### config.mk
export PLATFORM = sky130hd
export DESIGN_NAME = bgdm_mul
export DESIGN_NICKNAME = d
export VERILOG_FILES = /design/src/rtl/core/bgdm_pkg.sv /design/src/rtl/core/bgdm_mul.sv
export SDC_FILE = /design/constraint.sdc
export NUM_CORES = 2
export LEC_CHECK = 0
export BUFFER_PORTS_ARGS = -buffer_cell sky130_fd_sc_hd__clkbuf_2
export CORE_ASPECT_RATIO = 1.4
export CORE_MARGIN = 2
export CORE_UTILIZATION = 60
export CTS_CLUSTER_SIZE = 14
export DETAILED_ROUTE_END_ITERATION = 8
export GPL_ROUTABILITY_DRIVEN = 0
export PLACE_DENSITY = 0.77
export SKIP_CTS_REPAIR_TIMING = 1
export SLEW_MARGIN = 20
export SYNTH_ARGS = -nofsm -noshare
export SYNTH_HDL_FRONTEND = slang
export SYNTH_SLANG_ARGS = --single-unit
export TNS_END_PERCENT = 30
### constraint.sdc
create_clock -name clock -period 16.75 [get_ports clock]
set_input_delay 1.675 -clock clock [delete_from_list [all_inputs] [get_ports clock]]
set_output_delay 1.675 -clock clock [all_outputs]
set_load 0.01 [all_outputs]
### src/rtl/core/bgdm_pkg.sv
// ----------------------------------------------------------------------------
// bgdm_pkg
// Shared types, constants and tables of the bond graph distance matrix.
// ----------------------------------------------------------------------------
package bgdm_pkg;

   localparam int MAX_ATOMS = 64;
   localparam int IDX_W     = 6;
   localparam int CNT_W     = 7;
   localparam int ADDR_W    = 2 * IDX_W;
   localparam int FRAC_BITS = 10;
   localparam int DIST_W    = 20;
   localparam int ELEM_W    = 7;
   localparam int RAD_W     = 8;
   localparam int BASE_W    = RAD_W + 1;
   localparam int SCALE_W   = 7;

   localparam logic [IDX_W-1:0]  IDX_MAX   = IDX_W'(MAX_ATOMS - 1);
   localparam logic [DIST_W-1:0] DIST_INF  = {DIST_W{1'b1}};
   localparam logic [DIST_W-1:0] DIST_MAXF = DIST_INF - DIST_W'(1);
   localparam logic [DIST_W-1:0] DIST_ONE  = DIST_W'(1) << FRAC_BITS;

   localparam logic [RAD_W-1:0] RADIUS_DEFAULT = RAD_W'(76);

   localparam logic [SCALE_W-1:0] SCALE_SINGLE   = SCALE_W'(100);
   localparam logic [SCALE_W-1:0] SCALE_DOUBLE   = SCALE_W'(87);
   localparam logic [SCALE_W-1:0] SCALE_TRIPLE   = SCALE_W'(78);
   localparam logic [SCALE_W-1:0] SCALE_AROMATIC = SCALE_W'(92);

   localparam logic [1:0] ORDER_DOUBLE = 2'd2;
   localparam logic [1:0] ORDER_TRIPLE = 2'd3;

   // shared multiplier: plain product or division by reciprocal
   localparam int MUL_A_W = 26;
   localparam int MUL_B_W = 27;
   localparam int MUL_P_W = MUL_A_W + MUL_B_W;
   localparam int MUL_Y_W = 26;

   localparam logic [MUL_B_W-1:0] RECIP_10K    = MUL_B_W'(109951163);
   localparam int                 RECIP_10K_SH = 40;
   localparam logic [MUL_B_W-1:0] RECIP_5      = MUL_B_W'(13421773);
   localparam int                 RECIP_5_SH   = 26;
   localparam logic [MUL_A_W-1:0] ROUND_10K    = MUL_A_W'(5000);
   localparam logic [MUL_A_W-1:0] ROUND_5      = MUL_A_W'(2);

   typedef enum logic [1:0] {
      OP_CLEAR = 2'd0,
      OP_BOND  = 2'd1,
      OP_RUN   = 2'd2,
      OP_READ  = 2'd3
   } req_op_type;

   typedef enum logic [1:0] {
      MUL_PLAIN  = 2'd0,
      MUL_DIV10K = 2'd1,
      MUL_DIV5   = 2'd2
   } mul_op_type;

   typedef struct packed {
      mul_op_type         op;
      logic [MUL_A_W-1:0] a;
      logic [MUL_B_W-1:0] b;
   } mul_req_type;

   typedef struct packed {
      logic              we;
      logic [ADDR_W-1:0] addr;
      logic [DIST_W-1:0] data;
   } ram_wr_type;

   typedef struct packed {
      logic [ADDR_W-1:0] addr0;
      logic [ADDR_W-1:0] addr1;
   } ram_rd_type;

   function automatic logic [RAD_W-1:0] radius_of(input logic [ELEM_W-1:0] elem);
      logic [RAD_W-1:0] r;
      case (elem)
         7'd1:    r = RAD_W'(31);
         7'd2:    r = RAD_W'(28);
         7'd3:    r = RAD_W'(128);
         7'd5:    r = RAD_W'(84);
         7'd6:    r = RAD_W'(76);
         7'd7:    r = RAD_W'(71);
         7'd8:    r = RAD_W'(66);
         7'd9:    r = RAD_W'(57);
         7'd10:   r = RAD_W'(58);
         7'd11:   r = RAD_W'(166);
         7'd12:   r = RAD_W'(141);
         7'd13:   r = RAD_W'(121);
         7'd14:   r = RAD_W'(111);
         7'd15:   r = RAD_W'(107);
         7'd16:   r = RAD_W'(105);
         7'd17:   r = RAD_W'(102);
         7'd19:   r = RAD_W'(203);
         7'd20:   r = RAD_W'(176);
         7'd26:   r = RAD_W'(132);
         7'd30:   r = RAD_W'(122);
         7'd33:   r = RAD_W'(119);
         7'd34:   r = RAD_W'(120);
         7'd35:   r = RAD_W'(120);
         7'd53:   r = RAD_W'(139);
         7'd78:   r = RAD_W'(136);
         default: r = RADIUS_DEFAULT;
      endcase
      return r;
   endfunction

   function automatic logic [DIST_W-1:0] sat_add(input logic [DIST_W-1:0] x,
                                                 input logic [DIST_W-1:0] y);
      logic [DIST_W:0]   s;
      logic [DIST_W-1:0] r;
      s = {1'b0, x} + {1'b0, y};
      if (x == DIST_INF || y == DIST_INF) begin
         r = DIST_INF;
      end else if (s > {1'b0, DIST_MAXF}) begin
         r = DIST_MAXF;
      end else begin
         r = s[DIST_W-1:0];
      end
      return r;
   endfunction

endpackage

### src/rtl/core/bgdm_mul.sv
// ----------------------------------------------------------------------------
// bgdm_mul
// Shared registered multiplier: plain product, or quotient by a constant
// through a reciprocal.
// ----------------------------------------------------------------------------
module bgdm_mul import bgdm_pkg::*; (
   input  logic               clock,
   input  mul_req_type        req,
   output logic [MUL_Y_W-1:0] y
);

   logic [MUL_B_W-1:0] m;
   logic [MUL_P_W-1:0] prod_ff;
   mul_op_type         op_ff;

   always_comb begin
      case (req.op)
         MUL_PLAIN:  m = req.b;
         MUL_DIV10K: m = RECIP_10K;
         MUL_DIV5:   m = RECIP_5;
         default:    m = req.b;
      endcase
   end

   always_ff @(posedge clock) begin
      prod_ff <= MUL_P_W'(req.a) * MUL_P_W'(m);
      op_ff   <= req.op;
   end

   always_comb begin
      case (op_ff)
         MUL_PLAIN:  y = prod_ff[MUL_Y_W-1:0];
         MUL_DIV10K: y = MUL_Y_W'(prod_ff >> RECIP_10K_SH);
         MUL_DIV5:   y = MUL_Y_W'(prod_ff >> RECIP_5_SH);
         default:    y = prod_ff[MUL_Y_W-1:0];
      endcase
   end

endmodule

## After elaboration in Yosys (flattened, before gate mapping)

Index checks and enable logic that the tools add are counted.

| operators by class | value |
|---|---|
| add/sub/neg operators | 0 |
| div/mod/pow operators | 0 |
| bitwise logic cells | 0 |
| shift operators | 0 |
| mux-type cells | 2 |
| reduce and logical (&&, ||, !) cells | 0 |
| equality and inequality tests | 4 |
| magnitude comparators | 0 |
| multiply operators | 1 |

Operators by type and width:

| operator | number |
|---|---|
| $pmux 27 s2 | 1 |
| $mul 26x27->53 | 1 |
| $pmux 26 s2 | 1 |
| $eq 2x1->1 const B | 2 |
| $eq 2x2->1 const B | 2 |

| storage, ports and cells | value |
|---|---|
| ROM bits | 0 |
| latch bits | 0 |
| flip-flop bits (word level) | 55 |
| input port bits | 56 |
| word-level logic and storage cells | 9 |
| output and inout port bits | 26 |
| memories | 0 |
| RAM bits | 0 |

## Depth between registers and ports, before layout

| depth | value |
|---|---|
| word-level depth | 3 |
| gate-level depth with buffers | 31 |

## Worst setup path after synthesis

Ideal clock, no wire load.

| timing path | value |
|---|---|
| path type | input-to-reg |
| start | input port req[53] (netlist name) |
| end | register prod_ff[45] |
| setup slack | 7.952 ns |
| data arrival time | 8.707 ns |
| setup time | 0.091 ns |
| required time | 16.659 ns |
| stages | 29 |
| buffers on the path | 3 |
| path through | inv_1 > ha_1 > clkbuf_1 > clkbuf_1 > nand2_1 > nand2_1 > clkbuf_1 > nand2_1 > fa_1 > inv_1 > fa_1 > inv_1 > fa_1 > fa_1 > fa_1 > inv_1 > fa_1 > inv_1 > fa_1 > inv_1 > ha_1 > a21oi_1 > o21ai_1 > o2bb2ai_1 > or3_1 > o2111ai_2 > a31oi_1 > o211a_1 > a311oi_1 |

| on the way | value |
|---|---|
| word-level cells in the longest chain between the ends | 3 |
| elaborated cells between the ends (all ways) | 4 |

Ends and longest elaborated chain:

| what | RTL line | text |
|---|---|---|
| from (decl) | bgdm_mul.sv:8 | `input mul_req_type req,` |
| $eq 2x2->1 / $eq 2x1->1 (equally long branches) | bgdm_mul.sv:17 | `case (req.op)` |
| $pmux 27 s2 * | bgdm_mul.sv:17 |  |
| $mul 26x27->53 * | bgdm_mul.sv:26 | `prod_ff <= MUL_P_W'(req.a) * MUL_P_W'(m);` |
| to (signal assigned) | bgdm_mul.sv:26 |  |
| to (decl) | bgdm_mul.sv:13 | `logic [MUL_P_W-1:0] prod_ff;` |

Mark *: on every way between the ends. The rest lies on a longest branch, timed or not.

## Worst setup path after layout

| timing path | value |
|---|---|
| start | input port req[53] (netlist name) |
| end | register prod_ff[36] |

Same word-level chain as after synthesis.

==> metrics.md <==
| Metric | Value |
|---|---|
| Fraction of layout cells with a size suffix above 1 | 4.74% |
| CP most frequent cell | fa_1 |
| Worst Setup Path Type | input port to register |
| Gr usage total | 33.9% |
| EDFF count, synth | 0 |
| Cell taking the most area after synthesis | fa_1 |
| Vias | 19300 |
| Post-synthesis net count | 3636 |
| Most common cell after layout, fill and taps aside | inv_1 |
| Cts bufs inserted | 5 |
| Ys flop type | dfxtp_1 |
| Synth top area share | 48.3% |
| Crit-path slowest cell | ha_2 |
| CTS max path bufs | 2 |
| Die height | about 240 um |
| CP max stage delay | between 900 and 1000 ps |
| Outcome | finished, final reports clean |
| DR pass1 iterations | 6 |
| Nets@finish | about 3600 |
| DRC viols | 0 |
| Crit Path Max Fanout | 47 |
| Mapped Area | 0.0248 sq mm |
| Slew headroom | about 36% |
| Std-Cell Rows | 88 |
| Mapped Cells | around 2800 |
| HP Class | input port to register |
| Final hold viol count | 0 |
| First DRT Iteration DRCs | between 1000 and 1500 |
| Most frequent cells in the layout | inv_1 (646), fa_1 (598), nand2_1 (402) |
| Top cells by area, synth | fa_1 (48%), ha_1 (9.9%), inv_1 (9.8%) |
| Max-slew violation count | 0 |
| Total global routing overflow | 0 |
| Initial antenna violation count | 1 |
| Largest net degree at the start of global routing | 58 |
| CTS clk-pin slew, worst paths | 70 ps |
| Final period util | roughly 62% |
| Netlist cell types | 66 |
| CTS tree | built |
| Post-synth ARST share | 0% |
| Worst path bufs/invs | 6 |
| First-pass GRT wire length | 112 mm |
| Core ar. | about 0.04 sq mm |
| DIE AREA | 0.0430 sq mm |
| Setup TNS | 0 ps |
| Layout Cells excl Fill | 3281 |
| Register area share after synthesis | 4.44% |
| H-Tree Depth | 2 |
| Via/cell ratio | 5.89 |
| Tmin final | 10450 ps |
| DP Cell Count | 3272 |
| YS warnings | 0 |
| Crit path arrival time | 10670 ps |
| CP required | 16970 ps |
| Number of global-route vias before repair | 21300 |
| RSZ-0062 raised after global routing | false |
| Measured slew at the worst slew-check pin | 965 ps |
| Clk root buf | clkbuf_16 |
| Clk sinks | 55 |
| Die Width | roughly 180 um |
| Antenna-violating nets left | 0 |
| # port buffers | 81 |
| Syn-to-layout area delta | 3.28% |
| Avg WL per Cell | 21.5 um |
| Final setup violation count | 0 |
| Initial Util | 60.6% |
| Max-cap violations | 0 |
| CP top delay family | adder cells |
| Fmax achieved | between 90 and 100 MHz |
| Post-DP HPWL | 54.8 mm |
| Syn_area_per_cell | just under 9 sq um |
| Crit path launch type | input port |
| Final wirelength | 70.4 mm |
| Crit end category | register |
| Total of flip-flops plus latches after synthesis | 55 |
| I/O Pins | roughly 80 |
## cells in the mapped netlist (15+ instances only)
cell type,number
xnor2_1,34
nand2b_1,15
and3_1,77
nand2_1,404
fa_1,598
ha_1,196
and2_1,311
a21oi_1,58
inv_1,646
dfxtp_1,55
a21o_1,23
clkbuf_1,149
nor2_1,29
o21ai_0,40
## path summary, 6_finish.rpt
check                endpoint  slack, ps    start  cells past startpoint
setup / recovery  prod_ff[36]       6300  req[53]                     26
hold / removal       op_ff[0]       1520  req[53]                      1
## logic make-up after synthesis
family          count (synthesis)  share of synthesized area [%]
compound gates                208                           5.73
xor+xnor                       47                           1.66
fa+ha+maj                     794                           58.2
simple gates                  879                           17.9
flops                          55                           4.44
buf+inv                       803                           12.2
## area by class of cell
cell class / instances / area, sq um
sequential: 55 / 1100
multi-input combinational: 1928 / 20700
antenna: 1 / 2.50
clock buffer: 5 / 125
fill: 3489 / 15300
inverter: 647 / 2430
timing repair buffer: 102 / 563
tap: 540 / 676
clock inverter: 3 / 26.3
## registers in the layout (all words and copies together), names as in the netlist
signal,count
prod_ff,53
op_ff,2
## layer usage
| layer | track usage [%] | share of wire [%] | vias to the layer above |
|---|---|---|---|
| met3 | 4.87 | 8.0 | 381 |
| met1 | 37.5 | 32 | 9756 |
| met5 | 0 | 0 | - |
| met4 | 24.5 | 9.0 | 0 |
| met2 | 59.6 | 51 | 1058 |
| li1 | - | - | 8121 |
## per-stage QoR
| stage | area [sq um] | setup WS [ps] | hold slack, ps | utilization, % |
|---|---|---|---|---|
| floorplan | 24800 | 7950 | 1700 | - |
| global placement | 25500 | 6000 | 1810 | 62.2 |
| detailed placement | 25500 | 5930 | 1820 | 62.2 |
| CTS | 25600 | 6210 | 1510 | 62.5 |
| global route | 25600 | 5930 | 1510 | 62.5 |
| finish | 25600 | 6300 | 1520 | 62.5 |
Power is left out: the tool's default activity adds up to more than one toggle a clock period on the data nets, which glitch-free logic cannot reach.
